==> config.mk <==
export PLATFORM = sky130hd
export DESIGN_NAME = conv1d_stride_zero_pad
export DESIGN_NICKNAME = d
export VERILOG_FILES = /design/src/rtl/cszp_pkg.sv /design/src/rtl/conv1d_stride_zero_pad.sv /design/src/rtl/cszp_mac.sv /design/src/rtl/cszp_ctrl.sv
export SDC_FILE = /design/constraint.sdc
export NUM_CORES = 1
export LEC_CHECK = 0
export ABC_CLOCK_PERIOD_IN_PS = 21500
export BUFFER_PORTS_ARGS = -buffer_cell sky130_fd_sc_hd__buf_2
export CAP_MARGIN = 10
export CORE_ASPECT_RATIO = 0.7
export CORE_UTILIZATION = 65
export DETAILED_ROUTE_END_ITERATION = 10
export PLACE_DENSITY_LB_ADDON = 0.3
export SLEW_MARGIN = 20
export SYNTH_ARGS = -nofsm -noshare
export SYNTH_HDL_FRONTEND = slang
export SYNTH_HIERARCHICAL = 1
export SYNTH_SLANG_ARGS = --single-unit
export TNS_END_PERCENT = 50
==> constraint.sdc <==
create_clock -name clk -period 21.5 [get_ports clk]
set_input_delay 2.15 -clock clk [delete_from_list [all_inputs] [get_ports clk]]
set_output_delay 2.15 -clock clk [all_outputs]
set_load 0.02 [all_outputs]
==> src/rtl/cszp_pkg.sv <==
// ----------------------------------------------------------------------------
// cszp_pkg: shared types and constants for the strided 1D convolution
// Field widths, register indexes, reset values and the structs that travel
// between the sequencer, the shared MAC unit and the top level.
// ----------------------------------------------------------------------------
package cszp_pkg;

    // Field widths
    localparam int SAMPLE_W  = 16;
    localparam int COEF_W    = 16;
    localparam int PROD_W    = SAMPLE_W + COEF_W;
    localparam int ACC_W     = 34;
    localparam int S_TDATA_W = 16;
    localparam int M_TDATA_W = 40;
    localparam int CFG_IDX_W = 3;
    localparam int CFG_DAT_W = 16;

    // Kernel storage
    localparam int NUM_COEFS    = 5;
    localparam int MAX_TAPS_DEF = 5;
    localparam int MAX_PAD      = 4;
    localparam int MAX_STEP     = 4;

    // Register indexes
    localparam logic [CFG_IDX_W-1:0] REG_TAP_COUNT = 3'd0;
    localparam logic [CFG_IDX_W-1:0] REG_STEP_SIZE = 3'd1;
    localparam logic [CFG_IDX_W-1:0] REG_PAD_WIDTH = 3'd2;
    localparam logic [CFG_IDX_W-1:0] REG_COEF_0    = 3'd3;
    localparam logic [CFG_IDX_W-1:0] REG_COEF_1    = 3'd4;
    localparam logic [CFG_IDX_W-1:0] REG_COEF_2    = 3'd5;
    localparam logic [CFG_IDX_W-1:0] REG_COEF_3    = 3'd6;
    localparam logic [CFG_IDX_W-1:0] REG_COEF_4    = 3'd7;

    // Reset values
    localparam logic [2:0] TAP_COUNT_RST = 3'd3;
    localparam logic [2:0] STEP_SIZE_RST = 3'd1;
    localparam logic [2:0] PAD_WIDTH_RST = 3'd0;
    localparam logic signed [COEF_W-1:0] COEF_ONE_RST  = 16'sd4096;
    localparam logic signed [COEF_W-1:0] COEF_ZERO_RST = 16'sd0;

    typedef logic signed [COEF_W-1:0] coef_arr_t [NUM_COEFS];

    // Shape registers
    typedef struct packed {
        logic [2:0] tap_count;
        logic [2:0] step_size;
        logic [2:0] pad_width;
    } shape_cfg_t;

    // Commands to the shared MAC unit
    typedef struct packed {
        logic clr;
        logic mul_en;
    } mac_op_t;

    // Result word hand-off to the output register
    typedef struct packed {
        logic valid;
        logic final_word;
    } push_t;

endpackage

==> src/rtl/conv1d_stride_zero_pad.sv <==
// ----------------------------------------------------------------------------
// conv1d_stride_zero_pad: streaming strided 1D convolution with zero padding
// Usage:
//   s_axis: one signed 16-bit sample per word, tlast on the last sample of a
//   signal. m_axis: one 34-bit window sum (12 fraction bits) per word, tlast
//   on the last result produced by the word that closed the signal.
//   cfg: write tap count, stride, pad width and five Q3.12 coefficients
//   while the block is idle.
// Timing: one sample is worked on at a time. After the accept, every padded
//   position is taken in turn; every window that completes first hands the
//   held previous sum, if any, to the output register once it is free, then
//   walks its k taps (k = taps) through the shared multiplier one tap per
//   cycle and lets the last product settle; closing the word comes last. The
//   single MAC and its one-tap-per-cycle walk set the pace of the block.
// Reset: registers return to their defaults, the window empties and the next
//   sample starts a new signal.
// Stall: a result waits in the output register; the block keeps working and
//   takes new samples until it needs that register again.
// ----------------------------------------------------------------------------
module conv1d_stride_zero_pad
#(
    parameter int MAX_TAPS = cszp_pkg::MAX_TAPS_DEF
)
(
    input  logic                                  clk,
    input  logic                                  rst_n,
    // sample stream
    input  logic                                  s_axis_tvalid,
    output logic                                  s_axis_tready,
    input  logic [cszp_pkg::S_TDATA_W-1:0]        s_axis_tdata,  // [15:0] sample
    input  logic                                  s_axis_tlast,  // end_of_signal
    // result stream
    output logic                                  m_axis_tvalid,
    input  logic                                  m_axis_tready,
    output logic [cszp_pkg::M_TDATA_W-1:0]        m_axis_tdata,  // [33:0] conv_value, zero fill
    output logic                                  m_axis_tlast,  // final_output
    // register writes
    input  logic                                  cfg_we,
    input  logic [cszp_pkg::CFG_IDX_W-1:0]        cfg_index,
    input  logic [cszp_pkg::CFG_DAT_W-1:0]        cfg_data
);

    cszp_pkg::shape_cfg_t              shape_reg;
    cszp_pkg::coef_arr_t               coef_reg;
    cszp_pkg::mac_op_t                 mac_op;
    cszp_pkg::push_t                   push;
    logic signed [cszp_pkg::COEF_W-1:0]   mac_coef;
    logic signed [cszp_pkg::SAMPLE_W-1:0] mac_smp;
    logic signed [cszp_pkg::ACC_W-1:0]    acc;
    logic                              slot_free;
    logic                              out_valid_reg;
    logic                              out_last_reg;
    logic signed [cszp_pkg::ACC_W-1:0] out_data_reg;

    // Register file
    always_ff @(posedge clk or negedge rst_n)
    begin
        if (!rst_n)
        begin
            shape_reg.tap_count <= cszp_pkg::TAP_COUNT_RST;
            shape_reg.step_size <= cszp_pkg::STEP_SIZE_RST;
            shape_reg.pad_width <= cszp_pkg::PAD_WIDTH_RST;
            coef_reg[0] <= cszp_pkg::COEF_ONE_RST;
            coef_reg[1] <= cszp_pkg::COEF_ONE_RST;
            coef_reg[2] <= cszp_pkg::COEF_ONE_RST;
            coef_reg[3] <= cszp_pkg::COEF_ZERO_RST;
            coef_reg[4] <= cszp_pkg::COEF_ZERO_RST;
        end
        else if (cfg_we)
        begin
            case (cfg_index)
                cszp_pkg::REG_TAP_COUNT: shape_reg.tap_count <= cfg_data[2:0];
                cszp_pkg::REG_STEP_SIZE: shape_reg.step_size <= cfg_data[2:0];
                cszp_pkg::REG_PAD_WIDTH: shape_reg.pad_width <= cfg_data[2:0];
                cszp_pkg::REG_COEF_0:    coef_reg[0] <= cfg_data;
                cszp_pkg::REG_COEF_1:    coef_reg[1] <= cfg_data;
                cszp_pkg::REG_COEF_2:    coef_reg[2] <= cfg_data;
                cszp_pkg::REG_COEF_3:    coef_reg[3] <= cfg_data;
                cszp_pkg::REG_COEF_4:    coef_reg[4] <= cfg_data;
                default:                 shape_reg <= shape_reg;
            endcase
        end
    end

    cszp_ctrl #(
        .MAX_TAPS (MAX_TAPS)
    ) u_ctrl (
        .clk       (clk),
        .rst_n     (rst_n),
        .shape     (shape_reg),
        .coefs     (coef_reg),
        .in_valid  (s_axis_tvalid),
        .in_ready  (s_axis_tready),
        .in_sample (s_axis_tdata),
        .in_last   (s_axis_tlast),
        .mac_op    (mac_op),
        .mac_coef  (mac_coef),
        .mac_smp   (mac_smp),
        .slot_free (slot_free),
        .push      (push)
    );

    cszp_mac u_mac (
        .clk   (clk),
        .rst_n (rst_n),
        .op    (mac_op),
        .coef  (mac_coef),
        .smp   (mac_smp),
        .acc   (acc)
    );

    // Output register
    assign slot_free = !out_valid_reg || m_axis_tready;

    always_ff @(posedge clk or negedge rst_n)
    begin
        if (!rst_n)
        begin
            out_valid_reg <= 1'b0;
        end
        else if (push.valid)
        begin
            out_valid_reg <= 1'b1;
        end
        else if (m_axis_tready)
        begin
            out_valid_reg <= 1'b0;
        end
    end

    always_ff @(posedge clk)
    begin
        if (push.valid)
        begin
            out_data_reg <= acc;
            out_last_reg <= push.final_word;
        end
    end

    assign m_axis_tvalid = out_valid_reg;
    assign m_axis_tdata  = {{(cszp_pkg::M_TDATA_W - cszp_pkg::ACC_W){1'b0}}, out_data_reg};
    assign m_axis_tlast  = out_last_reg;

endmodule

==> src/rtl/cszp_mac.sv <==
// ----------------------------------------------------------------------------
// cszp_mac: shared multiply-accumulate unit
// One 16x16 signed multiply per cycle into a product register, accumulated
// in the next cycle into a 34-bit sum with 12 fraction bits.
// ----------------------------------------------------------------------------
module cszp_mac
(
    input  logic                                    clk,
    input  logic                                    rst_n,
    input  cszp_pkg::mac_op_t                       op,
    input  logic signed [cszp_pkg::COEF_W-1:0]      coef,
    input  logic signed [cszp_pkg::SAMPLE_W-1:0]    smp,
    output logic signed [cszp_pkg::ACC_W-1:0]       acc
);

    logic signed [cszp_pkg::PROD_W-1:0] prod_reg;
    logic signed [cszp_pkg::PROD_W-1:0] prod_next;
    logic                               prod_v_reg;
    logic signed [cszp_pkg::ACC_W-1:0]  acc_reg;
    logic signed [cszp_pkg::ACC_W-1:0]  acc_next;

    // Product stage
    assign prod_next = coef * smp;

    // Accumulate stage
    always_comb
    begin
        acc_next = acc_reg;
        if (op.clr)
        begin
            acc_next = '0;
        end
        else if (prod_v_reg)
        begin
            acc_next = acc_reg + {{(cszp_pkg::ACC_W - cszp_pkg::PROD_W){prod_reg[cszp_pkg::PROD_W-1]}},
                                  prod_reg};
        end
    end

    always_ff @(posedge clk or negedge rst_n)
    begin
        if (!rst_n)
        begin
            prod_v_reg <= 1'b0;
            acc_reg    <= '0;
        end
        else
        begin
            prod_v_reg <= op.mul_en;
            acc_reg    <= acc_next;
        end
    end

    always_ff @(posedge clk)
    begin
        if (op.mul_en)
        begin
            prod_reg <= prod_next;
        end
    end

    assign acc = acc_reg;

endmodule

==> src/rtl/cszp_ctrl.sv <==
// ----------------------------------------------------------------------------
// cszp_ctrl: sample window and take sequencer
// Walks one input word through its leading pad, sample and trailing pad
// takes, tracks fill count and stride phase, and drives the shared MAC one
// tap per cycle for every completed window.
// ----------------------------------------------------------------------------
module cszp_ctrl
#(
    parameter int MAX_TAPS = cszp_pkg::MAX_TAPS_DEF
)
(
    input  logic                                    clk,
    input  logic                                    rst_n,
    input  cszp_pkg::shape_cfg_t                    shape,
    input  cszp_pkg::coef_arr_t                     coefs,
    // input word
    input  logic                                    in_valid,
    output logic                                    in_ready,
    input  logic signed [cszp_pkg::SAMPLE_W-1:0]    in_sample,
    input  logic                                    in_last,
    // MAC unit
    output cszp_pkg::mac_op_t                       mac_op,
    output logic signed [cszp_pkg::COEF_W-1:0]      mac_coef,
    output logic signed [cszp_pkg::SAMPLE_W-1:0]    mac_smp,
    // output register
    input  logic                                    slot_free,
    output cszp_pkg::push_t                         push
);

    localparam int IW = (MAX_TAPS > 1) ? $clog2(MAX_TAPS) : 1;

    localparam logic [2:0] ST_IDLE   = 3'd0;
    localparam logic [2:0] ST_TAKE   = 3'd1;
    localparam logic [2:0] ST_PUSH   = 3'd2;
    localparam logic [2:0] ST_MUL    = 3'd3;
    localparam logic [2:0] ST_ACC    = 3'd4;
    localparam logic [2:0] ST_NEXT   = 3'd5;
    localparam logic [2:0] ST_FINISH = 3'd6;

    logic [2:0]                          state_reg, state_next;
    logic signed [cszp_pkg::SAMPLE_W-1:0] win_reg  [MAX_TAPS];
    logic signed [cszp_pkg::SAMPLE_W-1:0] win_next [MAX_TAPS];
    logic [3:0]                          fill_reg, fill_next;
    logic [1:0]                          phase_reg, phase_next;
    logic                                start_reg, start_next;
    logic signed [cszp_pkg::SAMPLE_W-1:0] smp_reg, smp_next;
    logic                                last_reg, last_next;
    logic [2:0]                          lead_reg, lead_next;
    logic [2:0]                          trail_reg, trail_next;
    logic                                spend_reg, spend_next;
    logic                                pend_reg, pend_next;
    logic [IW-1:0]                       j_reg, j_next;

    logic [2:0] tc_eff;
    logic [3:0] k_eff;
    logic [2:0] s_eff;
    logic [2:0] pad_eff;
    logic [4:0] j_ext;
    logic [4:0] widx;
    logic [2:0] p_inc;
    logic       more;
    logic signed [cszp_pkg::SAMPLE_W-1:0] take_val;

    // Effective shape: zero taps/step read as one, saturate at the limits
    always_comb
    begin
        tc_eff  = (shape.tap_count == 3'd0) ? 3'd1 : shape.tap_count;
        k_eff   = ({2'b00, tc_eff} > 5'(MAX_TAPS)) ? 4'(MAX_TAPS) : {1'b0, tc_eff};
        s_eff   = (shape.step_size == 3'd0) ? 3'd1 :
                  (shape.step_size > 3'(cszp_pkg::MAX_STEP)) ? 3'(cszp_pkg::MAX_STEP) :
                  shape.step_size;
        pad_eff = (shape.pad_width > 3'(cszp_pkg::MAX_PAD)) ? 3'(cszp_pkg::MAX_PAD) :
                  shape.pad_width;
    end

    // Tap operand select: coef j against window entry k-1-j
    always_comb
    begin
        j_ext    = 5'(j_reg);
        widx     = 5'(k_eff) - 5'd1 - j_ext;
        mac_smp  = win_reg[widx[IW-1:0]];
        mac_coef = (j_ext < 5'(cszp_pkg::NUM_COEFS)) ? coefs[j_ext[2:0]] : '0;
    end

    assign more     = (lead_reg != 3'd0) || spend_reg || (trail_reg != 3'd0);
    assign take_val = ((lead_reg == 3'd0) && spend_reg) ? smp_reg : '0;
    assign p_inc    = {1'b0, phase_reg} + 3'd1;
    assign in_ready = (state_reg == ST_IDLE);

    // Sequencer
    always_comb
    begin
        state_next = state_reg;
        win_next   = win_reg;
        fill_next  = fill_reg;
        phase_next = phase_reg;
        start_next = start_reg;
        smp_next   = smp_reg;
        last_next  = last_reg;
        lead_next  = lead_reg;
        trail_next = trail_reg;
        spend_next = spend_reg;
        pend_next  = pend_reg;
        j_next     = j_reg;
        mac_op     = '0;
        push       = '0;

        case (state_reg)
            ST_IDLE:
            begin
                if (in_valid)
                begin
                    smp_next   = in_sample;
                    last_next  = in_last;
                    lead_next  = start_reg ? pad_eff : 3'd0;
                    trail_next = in_last ? pad_eff : 3'd0;
                    spend_next = 1'b1;
                    start_next = 1'b0;
                    state_next = ST_TAKE;
                end
            end

            ST_TAKE:
            begin
                // consume one padded position
                if (lead_reg != 3'd0)
                begin
                    lead_next = lead_reg - 3'd1;
                end
                else if (spend_reg)
                begin
                    spend_next = 1'b0;
                end
                else
                begin
                    trail_next = trail_reg - 3'd1;
                end

                win_next[0] = take_val;
                for (int i = 1; i < MAX_TAPS; i++)
                begin
                    win_next[i] = win_reg[i-1];
                end

                fill_next  = (fill_reg != 4'd15) ? fill_reg + 4'd1 : fill_reg;
                state_next = ST_NEXT;
                if (fill_next == k_eff)
                begin
                    phase_next = 2'd0;
                    state_next = ST_PUSH;
                end
                else if (fill_next > k_eff)
                begin
                    if (p_inc >= s_eff)
                    begin
                        phase_next = 2'd0;
                        state_next = ST_PUSH;
                    end
                    else
                    begin
                        phase_next = p_inc[1:0];
                    end
                end
                j_next = '0;
            end

            ST_PUSH:
            begin
                // a new window completes: the held sum is not the last one
                if (!pend_reg)
                begin
                    mac_op.clr = 1'b1;
                    state_next = ST_MUL;
                end
                else if (slot_free)
                begin
                    push.valid      = 1'b1;
                    push.final_word = 1'b0;
                    pend_next       = 1'b0;
                    mac_op.clr      = 1'b1;
                    state_next      = ST_MUL;
                end
            end

            ST_MUL:
            begin
                mac_op.mul_en = 1'b1;
                if (j_ext == 5'(k_eff) - 5'd1)
                begin
                    state_next = ST_ACC;
                end
                else
                begin
                    j_next = j_reg + IW'(1);
                end
            end

            ST_ACC:
            begin
                // last product lands in the sum this cycle
                pend_next  = 1'b1;
                state_next = ST_NEXT;
            end

            ST_NEXT:
            begin
                state_next = more ? ST_TAKE : ST_FINISH;
            end

            ST_FINISH:
            begin
                if (!pend_reg || slot_free)
                begin
                    push.valid      = pend_reg;
                    push.final_word = last_reg;
                    pend_next       = 1'b0;
                    if (last_reg)
                    begin
                        fill_next  = 4'd0;
                        phase_next = 2'd0;
                        start_next = 1'b1;
                    end
                    state_next = ST_IDLE;
                end
            end

            default:
            begin
                state_next = ST_IDLE;
            end
        endcase
    end

    always_ff @(posedge clk or negedge rst_n)
    begin
        if (!rst_n)
        begin
            state_reg <= ST_IDLE;
            fill_reg  <= 4'd0;
            phase_reg <= 2'd0;
            start_reg <= 1'b1;
            lead_reg  <= 3'd0;
            trail_reg <= 3'd0;
            spend_reg <= 1'b0;
            pend_reg  <= 1'b0;
            j_reg     <= '0;
            for (int i = 0; i < MAX_TAPS; i++)
            begin
                win_reg[i] <= '0;
            end
        end
        else
        begin
            state_reg <= state_next;
            fill_reg  <= fill_next;
            phase_reg <= phase_next;
            start_reg <= start_next;
            lead_reg  <= lead_next;
            trail_reg <= trail_next;
            spend_reg <= spend_next;
            pend_reg  <= pend_next;
            j_reg     <= j_next;
            win_reg   <= win_next;
        end
    end

    // Item payload
    always_ff @(posedge clk)
    begin
        smp_reg  <= smp_next;
        last_reg <= last_next;
    end

endmodule

# Yosys cells after proc, flatten, opt, wreduce, memory -nomap -nowiden
# Cells that the tools add are included.
[word_totals]
out_inout_bits = 43
word_cells = 181
register_bits = 310
input_bits = 41
[classes]
order_cmp = 8
bitwise_logic = 2
reduce_logical = 39
eq_ne = 26
mul = 1
n_addsub = 8
muxes = 67
[op_table]
columns = ["operator", "count"]
rows = [
  ["$bmux W16 S3", 2],
  ["$mux W16", 6],
  ["$mux W34", 2],
  ["$mux W3", 22],
  ["$add A34 B34 Y34", 1],
  ["$mul A16 B16 Y32", 1],
  ["$reduce_and A2 Y1", 11],
  ["$eq A3 B3 Y1 const B", 7],
  ["$pmux W3 S7", 1],
  ["$pmux W3 S2", 3],
  ["$mux W2", 8],
  ["$reduce_and A4 Y1", 4],
  ["$logic_not A3 Y1", 5],
  ["$mux W1", 14],
  ["$eq A3 B2 Y1 const B", 4],
  ["$mux W4", 3],
  ["$reduce_bool A2 Y1", 6],
  ["$gt A3 B3 Y1 const B", 3],
  ["$reduce_and A3 Y1", 3],
  ["$reduce_bool A3 Y1", 3],
  ["$ge A4 B4 Y1 const B", 2],
  ["$ne A2 B1 Y1 const B", 4],
  ["$ne A2 B2 Y1 const B", 4],
  ["$not A3 Y4", 2],
  ["22 further kinds", 30],
]

# Depth between registers and ports, before layout
# Gate-level depths: netlist of the first run.
[logic_depth]
depth_word = 11
depth_mapped = 36
ltp_nobuf = 33

# Cells and area by module
# Netlist of the first run, hierarchy kept.
[modules_own_cells]
columns = ["module", "instances", "cells_per_inst", "area_per_inst_um2", "seq_area_each_um2"]
rows = [
  ["cszp_mac", 1, 1462, 13787.0, 1836.8],
  ["cszp_ctrl", 1, 642, 6244.7, 3039.2],
  ["conv1d_stride_zero_pad", 1, 241, 4630.7, 3310.7],
]

# Worst setup path after synthesis of the first run
# No wires, ideal clock.
[synth_path]
path_type = "register -> register"
startpoint = "register shape_reg[7] (netlist name)"
endpoint = "register u_mac/prod_reg[31] (netlist name) (data pin)"
n_path_buf = 4
required_time_ns = 21.240
stages_incl_launch_ff = 36
setup_ns = 0.260
arrival_ns = 8.276
period_less_slack_ns = 8.536
setup_slack_ns = 12.964
path_cell_list = "dfstp_2 -> xor2_1 -> nand2b_1 -> inv_1 -> ha_1 -> fa_1 -> buf_2 -> and2_1 -> clkbuf_1 -> clkbuf_1 -> nand2_1 -> o21ai_0 -> clkbuf_1 -> nand2_1 -> fa_1 -> inv_1 -> fa_1 -> inv_1 -> fa_1 -> inv_1 -> fa_1 -> fa_1 -> inv_1 -> fa_1 -> inv_1 -> ha_1 -> and4_1 -> nand4_1 -> or4b_1 -> o21a_1 -> a21oi_2 -> a21o_1 -> a21o_1 -> a21o_1 -> a21oi_1 -> xnor2_1"
[synth_between]
elab_chain_cells = 11
[synth_rtl]
columns = ["item", "line_no", "text"]
rows = [
  ["start, declared", "conv1d_stride_zero_pad.sv:43", "cszp_pkg::shape_cfg_t shape_reg;"],
  ["start signal, assigned", "conv1d_stride_zero_pad.sv:80", "default: shape_reg <= shape_reg;"],
  ["$logic_not A3 Y1", "cszp_ctrl.sv:67", "tc_eff = (shape.tap_count == 3'd0) ? 3'd1 : shape.tap_count;"],
  ["$mux W3 (*)", "cszp_ctrl.sv:67", ""],
  ["$gt A3 B3 Y1", "cszp_ctrl.sv:68", "k_eff = ({2'b00, tc_eff} > 5'(MAX_TAPS)) ? 4'(MAX_TAPS) : {1'b0, tc_eff};"],
  ["$mux W3 (*)", "cszp_ctrl.sv:68", ""],
  ["$sub A3 B1 Y4 (*)", "cszp_ctrl.sv:80", "widx = 5'(k_eff) - 5'd1 - j_ext;"],
  ["$sub A3 B3 Y3 (*)", "cszp_ctrl.sv:80", ""],
  ["$not A3 Y4 (implied by the code) (*)", "cszp_ctrl.sv:81", "mac_smp = win_reg[widx[IW-1:0]];"],
  ["$bmux W16 S3 (*)", "cszp_ctrl.sv:81", ""],
  ["$mux W16 (implied by the code) (*) (2 in a row)", "cszp_ctrl.sv:81", ""],
  ["net mac_smp, one bit", "conv1d_stride_zero_pad.sv:48", "logic signed [cszp_pkg::SAMPLE_W-1:0] mac_smp;"],
  ["$mul A16 B16 Y32 (*)", "cszp_mac.sv:23", "assign prod_next = coef * smp;"],
  ["net u_mac.prod_next, one bit", "cszp_mac.sv:17", "logic signed [cszp_pkg::PROD_W-1:0] prod_next;"],
  ["end signal, assigned", "cszp_mac.sv:58", "prod_reg <= prod_next;"],
  ["end, declared", "cszp_mac.sv:16", "logic signed [cszp_pkg::PROD_W-1:0] prod_reg;"],
]
# Mark *: on every way through the listed nets, which the timed path passes. The rest lies on a longest branch. The select of a mux whose other input is x is not followed.
# A chain may end at the register's enable or synchronous reset.

# Worst setup path in the final report of the first run
# Same ends and word-level chain as after synthesis.

==> results of run 1 <==
==> power by group <==
part / internal (uW) / switching, uW
registers: 861 / 118
clock network: 333 / 242
logic: 1130 / 1740
total: 2330 / 2100
==> how the worst max path moves through the flow <==
stage / to / slack (ns) / depth (start not counted)
finish: u_mac/prod_reg[31] / 11.70 / 29
global route: u_mac/prod_reg[31] / 11.17 / 29
CTS: u_mac/prod_reg[31] / 11.62 / 31
detailed placement: u_mac/prod_reg[31] / 11.62 / 31
global placement: u_mac/prod_reg[31] / 11.85 / 31
floorplan: u_mac/prod_reg[31] / 12.96 / 35
==> layer usage <==
metal | part of all wire | vias to the layer above | track usage
met4 | 0.022 | 0 | 0.0748
met2 | 0.47 | 691 | 0.491
li1 | - | 7721 | -
met1 | 0.43 | 8733 | 0.415
met5 | 0 | - | 0
met3 | 0.083 | 97 | 0.0593
==> kinds of logic (layout without fill, tap and decap cells) <==
| logic type | count (synthesis) | after routing | share of synthesized area |
|---|---|---|---|
| flops | 310 | 310 | 0.332 |
| compound gates | 273 | 273 | 0.0722 |
| fa+ha+maj | 395 | 395 | 0.281 |
| other cells | 1 | 6 | 0.000152 |
| mux | 146 | 146 | 0.0817 |
| buf+inv | 434 | 511 | 0.0704 |
| simple gates | 725 | 725 | 0.141 |
| xor+xnor | 61 | 61 | 0.0222 |
==> worst reg2reg max path, delay by kind of cell (launching register included) <==
kind            cells  cell delay (ns)
flops               1             0.55
fa+ha+maj           9             4.56
buf+inv             4             0.64
simple gates        7             1.90
xor+xnor            2             0.27
compound gates      7             1.61
==> per-stage QoR <==
| step | cells | hold WS [ns] | cell area [um^2] |
|---|---|---|---|
| final | 2915 | 0.465 | 26600 |
| after detailed placement | 2853 | 0.453 | 25500 |
| after global routing | 2915 | 0.489 | 26600 |
| after floorplan | 2350 | 0.440 | 24700 |
| after CTS | 2914 | 0.467 | 26600 |
| after global placement | 2853 | 0.446 | 25500 |
==> cells in the final DEF (no fill, tap or decap), types with 6 or more instances in the layout <==
cell type	count
a211oi_1	8
a21o_1	26
a21oi_1	68
a22o_1	20
a31oi_1	13
and2_1	116
and3_1	8
buf_2	76
buf_4	39
clkbuf_1	9
clkbuf_16	35
clkinv_2	6
conb_1	6
dfrtp_1	219
dfstp_2	7
edfxtp_1	84
fa_1	264
ha_1	131
inv_1	333
mux2_2	80
mux2_4	10
mux2i_1	21
mux4_2	32
nand2_1	412
nand2b_1	18
nand3_1	21
nand4_1	6
nor2_1	69
nor2b_1	15
nor3_1	8
o211ai_1	9
o21a_1	8
o21ai_0	62
o21ai_1	9
o21ai_2	6
xnor2_1	42
xor2_1	17
==> layout make-up <==
class	count	share of cell area
clock buffer	46	0.0352
clock inverter	15	0.00526
inverter	333	0.0469
multi-input combinational	1606	0.555
sequential	310	0.307
tap	488	0.0229
timing repair buffer	117	0.0269
==> reports/metrics.cfg, run 1 <==
[power_and_ir_drop]
p_leak_uw = 0.0131
ir_worst_vdd_uv = 110
p_total_uw = 4420
power_density_nw_per_um2 = 166

[setup_path]
critPathMaxStageDelay_ns = 1.11
crit_start = shape_reg[7]
cp_max_fo = 17
end_kind = flop
cp_top_family = adder cells
critPathLaunchType = flop
cp_slowest_cell = fa_1
cpMostUsedCell = fa_1
rr_endpoint = u_mac/prod_reg[31]
worstRegToRegCells = 29
crit_type = flop to flop
crit_buf_inv = 4
timing.rr.start = shape_reg[7]
worst-endpoint-required_ns = 21.76
r2r_slack_ns = 11.70
cp.arrival_ns = 10.06

[clock_tree]
post-cts-setup-buffers = 0
cts_tree = built
cts_repair_resize_count = 0
cts_root_buffer = clkbuf_16
clkTransAtPathRegs_ns = 0.06
cts_max_level = 2
cts_hold_buf = 0
cts_buffers = 34
clock_sinks = 310
clock_path_buffers = 3
worst_skew_pair.late_latency_ns = 0.53

[timing]
slew_headroom = 0.231
fin_setup_tns_ns = 0
fmax_mhz = 102
setup_ws_ns = 11.70
fin_crit_sh = 0.456
slew_violations = 0
min_period_ns = 9.80
rsz0062_at_grt = no
tightest_slew_ns = 1.15
clock_skew_ns = 0.0184
final-setup-viol-count = 0
finalHoldViolCount = 0

[synth]
synth.distinct_cells = 87
synth_edf_count = 84
yosys-top-cells-count = nand2_1, inv_1, fa_1
synth_seq_area_share = 0.332
synth.area.top_cells = dfrtp_1, fa_1, edfxtp_1, ha_1, nand2_1
syn_inst = 2345
synth_top_cell_by_area = dfrtp_1
synth.most_common_cell = nand2_1
yosys_warnings = 6
syn-mean-instance-area_um2 = 10.5
synthArstFlopShare = 0.729
synth_seq_cells = 310
synthFlopType = dfrtp_1
synth_top_area_frac = 0.222
netlist_area_um2 = 24700

[drt]
drtAntennaViolNets = 0
vias_per_cell = 5.91
drc = 0
route.vias.total = 17200
wl_per_cell_um = 18.8
drt_iter0_drc = 1463
firstDrtPassIters = 6
wirelength_um = 54800

[layout]
finish.utilization = 0.714
syn_to_final_growth_pct = 8.00
fill_cells = 2619
drive_gt1_frac = 0.136
multi_input_area_um2 = 14800
fin_nets = 2838
antennaDiodeCount = 0
seq_area_um2 = 8190

[worst_hold_path]
hold_path_class = flop to flop
worstHoldStart = u_ctrl/smp_reg[12]
min_to = u_ctrl/win_reg[76]
whs_path_depth = 1

[global_routing]
globalRouteOverflowTotal = 0
grt_max_degree = 100
track_usage = 0.299
grt_pass1_wl_um = 91700
antenna_found_initial = 0
grt_pass1_vias = 17900

[place]
io_buffers = 77
dp_slack_ns = 11.62
dp_hpwl_um = 39600
gp_congestion = 0.915

[floorplanning]
initial_core_util = 0.662
core.rowCount = 59
io-pin-count = 84
dieArea_um2 = 38700
fp.dieH_um = 165
core_area_um2 = 37300
die_w_um = 235

[status]
outcome = finished clean

[flow_run]
cap_violations = 0

No activity file was read; power rests on OpenSTA's default activity.
==> inputs of run 2 (changes only) <==
Settings changed: ABC_CLOCK_PERIOD_IN_PS 21500 to 8300, CORE_UTILIZATION 65 to 58.
Clock period 21.5 ns to 8.3 ns, I/O delays scaled along.
==> run 2 against run 1 <==
Against the previous run: sequential power rose to 2.6 times the previous value; via count fell by 0.30%; clock-buffer cell count fell by 2; die area rose by 12%; clock power rose by 140%; first-iteration DRC count fell by 7.7%; clock skew rose by 0.011 ns; wire length rose by 0.66%; worst hold slack got worse by 0.22 ns; design area rose by 3.2%; register-to-register slack got worse by 12 ns; critical path type unchanged; critical endpoint unchanged; largest cell class unchanged; largest power group unchanged; highest routed layer unchanged.
==> reports/metrics.cfg, run 2 (synthesis gave the netlist of run 1 again) <==
[layout]
syn_to_final_growth_pct = 11.5
fin_nets = 2900  ; +2.2%
fill_cells = 3097  ; +18%
finish.utilization = 0.664  ; -0.0508
most-common-layout-cells = nand2_1, inv_1, fa_1, dfrtp_1, ha_1
multi_input_area_um2 = 15000  ; +1.7%
seq_area_um2 = 8190  ; unchanged
antennaDiodeCount = 0  ; unchanged
layout_commonest_cell = nand2_1
drive_gt1_frac = 0.178  ; +0.0416

[place]
io_buffers = 77  ; unchanged
dp_hpwl_um = 40300  ; +1.7%
gp_congestion = 0.926  ; +1.2%
dp_slack_ns = -0.0578  ; -11.68 ns

[setup_path]
cpMostUsedCell = fa_1
crit_type = flop to flop
cp_max_fo = 6  ; -11
cp.arrival_ns = 8.61  ; -1.45 ns
worst-endpoint-required_ns = 8.64  ; -13.12 ns
critPathLaunchType = flop
critPathMaxStageDelay_ns = 0.56  ; -0.55 ns
end_kind = flop
cp_slowest_cell = or4b_1

[timing]
tightest_slew_ns = 1.14  ; -0.0104 ns
final-setup-viol-count = 0  ; unchanged
rsz0062_at_grt = yes
min_period_ns = 8.27  ; -1.53 ns
clock_skew_ns = 0.0292  ; +0.0109 ns
finalHoldViolCount = 0  ; unchanged
fin_crit_sh = 0.996  ; +0.540
fmax_mhz = 121  ; +19%
slew_headroom = 0.238  ; +0.00693
setup_ws_ns = 0.0346  ; -11.67 ns
slew_violations = 0  ; unchanged

[floorplanning]
fp.dieH_um = 175  ; +5.8%
die_w_um = 248  ; +5.8%
core.rowCount = 62  ; +5.1%
initial_core_util = 0.595  ; -0.0662
dieArea_um2 = 43400  ; +12%
io-pin-count = 84  ; unchanged
core_area_um2 = 41400  ; +11%

[global_routing]
grt_pass1_vias = 17800  ; -0.49%
globalRouteOverflowTotal = 0  ; unchanged
antenna_found_initial = 0  ; unchanged
track_usage = 0.261  ; -0.0378
grt_pass1_wl_um = 91400  ; -0.29%
grt_max_degree = 100  ; unchanged

[power_and_ir_drop]
ir_worst_vdd_uv = 243  ; +120%
p_leak_uw = 0.0134  ; +2.4%
power_density_nw_per_um2 = 444  ; +170%
p_total_uw = 12200  ; +180%

[drt]
wirelength_um = 55100  ; +0.66%
firstDrtPassIters = 7  ; +1
drt_iter0_drc = 1351  ; -7.7%
drtAntennaViolNets = 0  ; unchanged
vias_per_cell = 5.67  ; -4.2%
route.vias.total = 17200  ; -0.30%
wl_per_cell_um = 18.2  ; -3.3%
drc = 0  ; unchanged

[clock_tree]
cts_hold_buf = 0  ; unchanged
clock_path_buffers = 3  ; unchanged
cts_root_buffer = clkbuf_16
cts_buffers = 31  ; -8.8%
cts_max_level = 1  ; -1
clock_sinks = 310  ; unchanged
clkTransAtPathRegs_ns = 0.07  ; about the same
worst_skew_pair.late_latency_ns = 0.60  ; +0.07 ns
cts_tree = built

[flow_run]
cap_violations = 0  ; unchanged

[status]
outcome = finished clean

[worst_hold_path]
hold_path_class = input pin to asynchronous set/reset pin

-- run 2: per-layer routing --
layer,wire length (um),global-route usage
met5,0,0
met4,862,0.0489
met3,3280,0.0364
met2,25700,0.422
met1,25300,0.383
-- run 2: stage by stage --
stage               hold slack [ns]  TNS [ns]  instances  instance area (um^2)
finish                        0.245         0       3033                 27500
global route                  0.276    -0.757       3033                 27500
CTS                           0.253   -0.0132       3004                 26900
detailed placement            0.448    -0.108       2944                 25900
global placement              0.445         0       2944                 25900
floorplan                     0.440         0       2350                 24700
-- run 2: worst paths after layout --
| path | slack [ns] | cells past startpoint | end | start |
|---|---|---|---|---|
| setup / recovery | 0.03 | 33 | u_mac/prod_reg[31] | shape_reg[7] |
| hold / removal | 0.24 | 1 | u_ctrl/state_reg[2] | rst_n |
| setup reg to reg | 0.03 | 33 | u_mac/prod_reg[31] | shape_reg[7] |
| hold reg to reg | 0.45 | 1 | u_ctrl/win_reg[68] | u_ctrl/smp_reg[4] |
| max in group asynchronous | 6.70 | 2 | u_mac/acc[26] | rst_n |
| min in group clk | 0.41 | 1 | u_ctrl/smp_reg[14] | s_axis_tdata[14] |
-- run 2: final cells by class --
type / count / area share
inverter: 333 / 0.0455
clock inverter: 14 / 0.00482
sequential: 310 / 0.298
clock buffer: 44 / 0.0314
tap: 544 / 0.0248
multi-input combinational: 1606 / 0.547
timing repair buffer: 182 / 0.0487
-- run 2: critical path: cells and delay by family (launching register included) --
family,cells,cell delay [ns]
fa+ha+maj,9,4.01
compound gates,7,0.86
buf+inv,8,0.78
simple gates,6,1.21
flops,1,0.55
mux,1,0.30
xor+xnor,2,0.27
-- run 2: power by group --
group	internal, uW	switching [uW]
clock network	788	614
logic	3500	4760
registers	2230	315
total	6510	5690
-- run 2: repair_timing --
action                                 in CTS  in global routing
pin swaps                                   0                 50
gates resized for setup                     3                 76
buffers inserted                            2                 28
endpoints found under the hold margin       0                  0
gates cloned                                0                  2
setup endpoints to repair                   3                  9
==> inputs of run 3 (changes only) <==
Settings changed: REMOVE_ABC_BUFFERS set to 1.
==> run 3 against run 2 <==
Against the previous run: global-route usage is 0.74 points lower; design area down 0.58%; setup slack gained 0.031 ns; combinational power fell by 3.0%; utilization is 0.39 points lower; largest power group unchanged; power down 2.3%; register-to-register slack improved by 0.03 ns; largest cell class unchanged; critical path type unchanged.
==> reports/metrics.cfg, run 3 (synthesis gave the netlist of run 1 again) <==
[global_routing]
grt_max_degree = 114  ; +14%
grtUsageMet3 = 0.0524  ; +0.0160
use_met1 = 0.366  ; -0.0168
use_met2 = 0.402  ; -0.0194
grt_pass1_vias = 17700  ; -0.59%
antenna_found_initial = 0  ; unchanged
track_usage = 0.254  ; -0.00742
grt_pass1_wl_um = 89300  ; -2.4%
globalRouteOverflowTotal = 0  ; unchanged
gr-max-usage-layer = met2

[timing]
final-setup-viol-count = 0  ; unchanged
tightest_slew_ns = 1.08  ; -0.0653 ns
clock_skew_ns = 0.0108  ; -0.0184 ns
slew_violations = 0  ; unchanged
min_period_ns = 8.23  ; -0.0313 ns
finalHoldViolCount = 0  ; unchanged
fin_crit_sh = 0.992  ; -0.00377
fmax_mhz = 121  ; +0.38%
slew_headroom = 0.281  ; +0.0435
rsz0062_at_grt = yes
fin_setup_tns_ns = 0  ; unchanged

[drt]
wl_per_cell_um = 17.8  ; -1.9%
wirelength_um = 54000  ; -2.1%
firstDrtPassIters = 5  ; -2
drtAntennaViolNets = 0  ; unchanged
drt_iter0_drc = 1209  ; -11%
route.vias.total = 17000  ; -1.1%
drc = 0  ; unchanged
vias_per_cell = 5.62  ; -0.90%

[worst_hold_path]
hold_path_class = input pin to asynchronous set/reset pin

[clock_tree]
cts_hold_buf = 0  ; unchanged
cts_buffers = 30  ; -3.2%
clkTransAtPathRegs_ns = 0.06  ; about the same
cts_root_buffer = clkbuf_16
clock_path_buffers = 3  ; unchanged
worst_skew_pair.late_latency_ns = 0.58  ; -0.02 ns
clock_sinks = 310  ; unchanged
cts_max_level = 1  ; unchanged
cts_tree = built

[setup_path]
cp_top_family = adder cells
worstRegToRegCells = 34  ; +3.0%
rr_endpoint = u_mac/prod_reg[31]
end_kind = flop
critPathLaunchType = flop
cp_slowest_cell = fa_2
critPathMaxStageDelay_ns = 0.63  ; +0.07 ns
crit_type = flop to flop
cp.arrival_ns = 8.56  ; -0.05 ns
worst-endpoint-required_ns = 8.62  ; -0.02 ns
r2r_slack_ns = 0.07  ; +0.03 ns
timing.rr.start = shape_reg[7]
crit_buf_inv = 9  ; +1
cp_max_fo = 7  ; +1

[power_and_ir_drop]
power_density_nw_per_um2 = 436  ; -1.7%
ir_worst_vdd_uv = 235  ; -3.3%
p_total_uw = 11900  ; -2.3%
p_leak_uw = 0.0134  ; -0.25%

[floorplanning]
core_area_um2 = 41400  ; unchanged
die_w_um = 248  ; unchanged
io-pin-count = 84  ; unchanged
core.rowCount = 62  ; unchanged
fp.dieH_um = 175  ; unchanged
initial_core_util = 0.595  ; unchanged
dieArea_um2 = 43400  ; unchanged

[place]
dp_hpwl_um = 40000  ; -0.77%
gp_congestion = 0.937  ; +1.2%
io_buffers = 77  ; unchanged
placed_area_um2 = 25900  ; -0.11%

[layout]
seq_area_um2 = 8190  ; unchanged
layout_commonest_cell = nand2_1
syn_to_final_growth_pct = 10.8
fill_cells = 3136  ; +1.3%
multi_input_area_um2 = 15000  ; -0.60%
fin_nets = 2896  ; -0.14%
drive_gt1_frac = 0.172  ; -0.00608
most-common-layout-cells = nand2_1, inv_1, fa_1, dfrtp_1, ha_1
finalInstanceArea_um2 = 27300  ; -0.58%
antennaDiodeCount = 0  ; unchanged

[status]
outcome = finished clean

[flow_run]
cap_violations = 0  ; unchanged

[run 3: changes by cell type in the layout (fill, tap and decap cells not counted), sizes merged]
cell      before  now
clkbuf        45   40
clkinvlp       0    4
buf          180  177
inv          336  334
bufinv         2    3
[run 3: power breakdown]
part           switching, uW  leakage [uW]  internal, uW  total [uW]
registers                302       0.00367          2230        2530
logic                   4590       0.00922          3410        8010
clock network            592      0.000484           797        1390
[run 3: how the worst max path moves through the flow]
stage	startpoint	cells after the start	slack (ns)	to
6_report	shape_reg[7]	34	0.07	u_mac/prod_reg[31]
2_1_floorplan	shape_reg[7]	31	-0.61	u_mac/prod_reg[31]
5_1_grt	shape_reg[7]	34	-0.28	u_mac/prod_reg[31]
3_5_place_dp	shape_reg[7]	33	0.005	u_mac/prod_reg[31]
3_3_place_gp	shape_reg[7]	34	0.11	u_mac/prod_reg[31]
4_1_cts	shape_reg[7]	34	0.004	u_mac/prod_reg[31]
[run 3: stage by stage]
stage	cells	hold slack [ns]	utilization	worst slack [ns]
floorplan	2249	0.440	-	-0.613
global placement	2947	0.446	0.625	0.112
detailed placement	2947	0.448	0.625	0.00518
CTS	3003	0.386	0.650	0.00378
global route	3028	0.405	0.660	-0.282
finish	3028	0.346	0.660	0.0659
[run 3: metal layers]
layer  wire (um)  vias up
li1            -     7838
met1       24600     8497
met2       24100      584
met3        4250       88
met4        1060        0
met5           0        -
[run 3: repair_timing]
item                                   CTS  global route
gates cloned                             0             3
setup endpoints to repair                3             9
endpoints found under the hold margin    0             0
pin swaps                                0            12
buffers inserted                         0            22
resized for setup                        2            53
[run 3: layout make-up]
class / count / area share
Tap cell: 544 / 0.0249
Multi-Input combinational cell: 1606 / 0.547
Clock inverter: 17 / 0.00659
Inverter: 333 / 0.0457
Sequential cell: 310 / 0.300
Clock buffer: 39 / 0.0302
Timing Repair Buffer: 179 / 0.0461
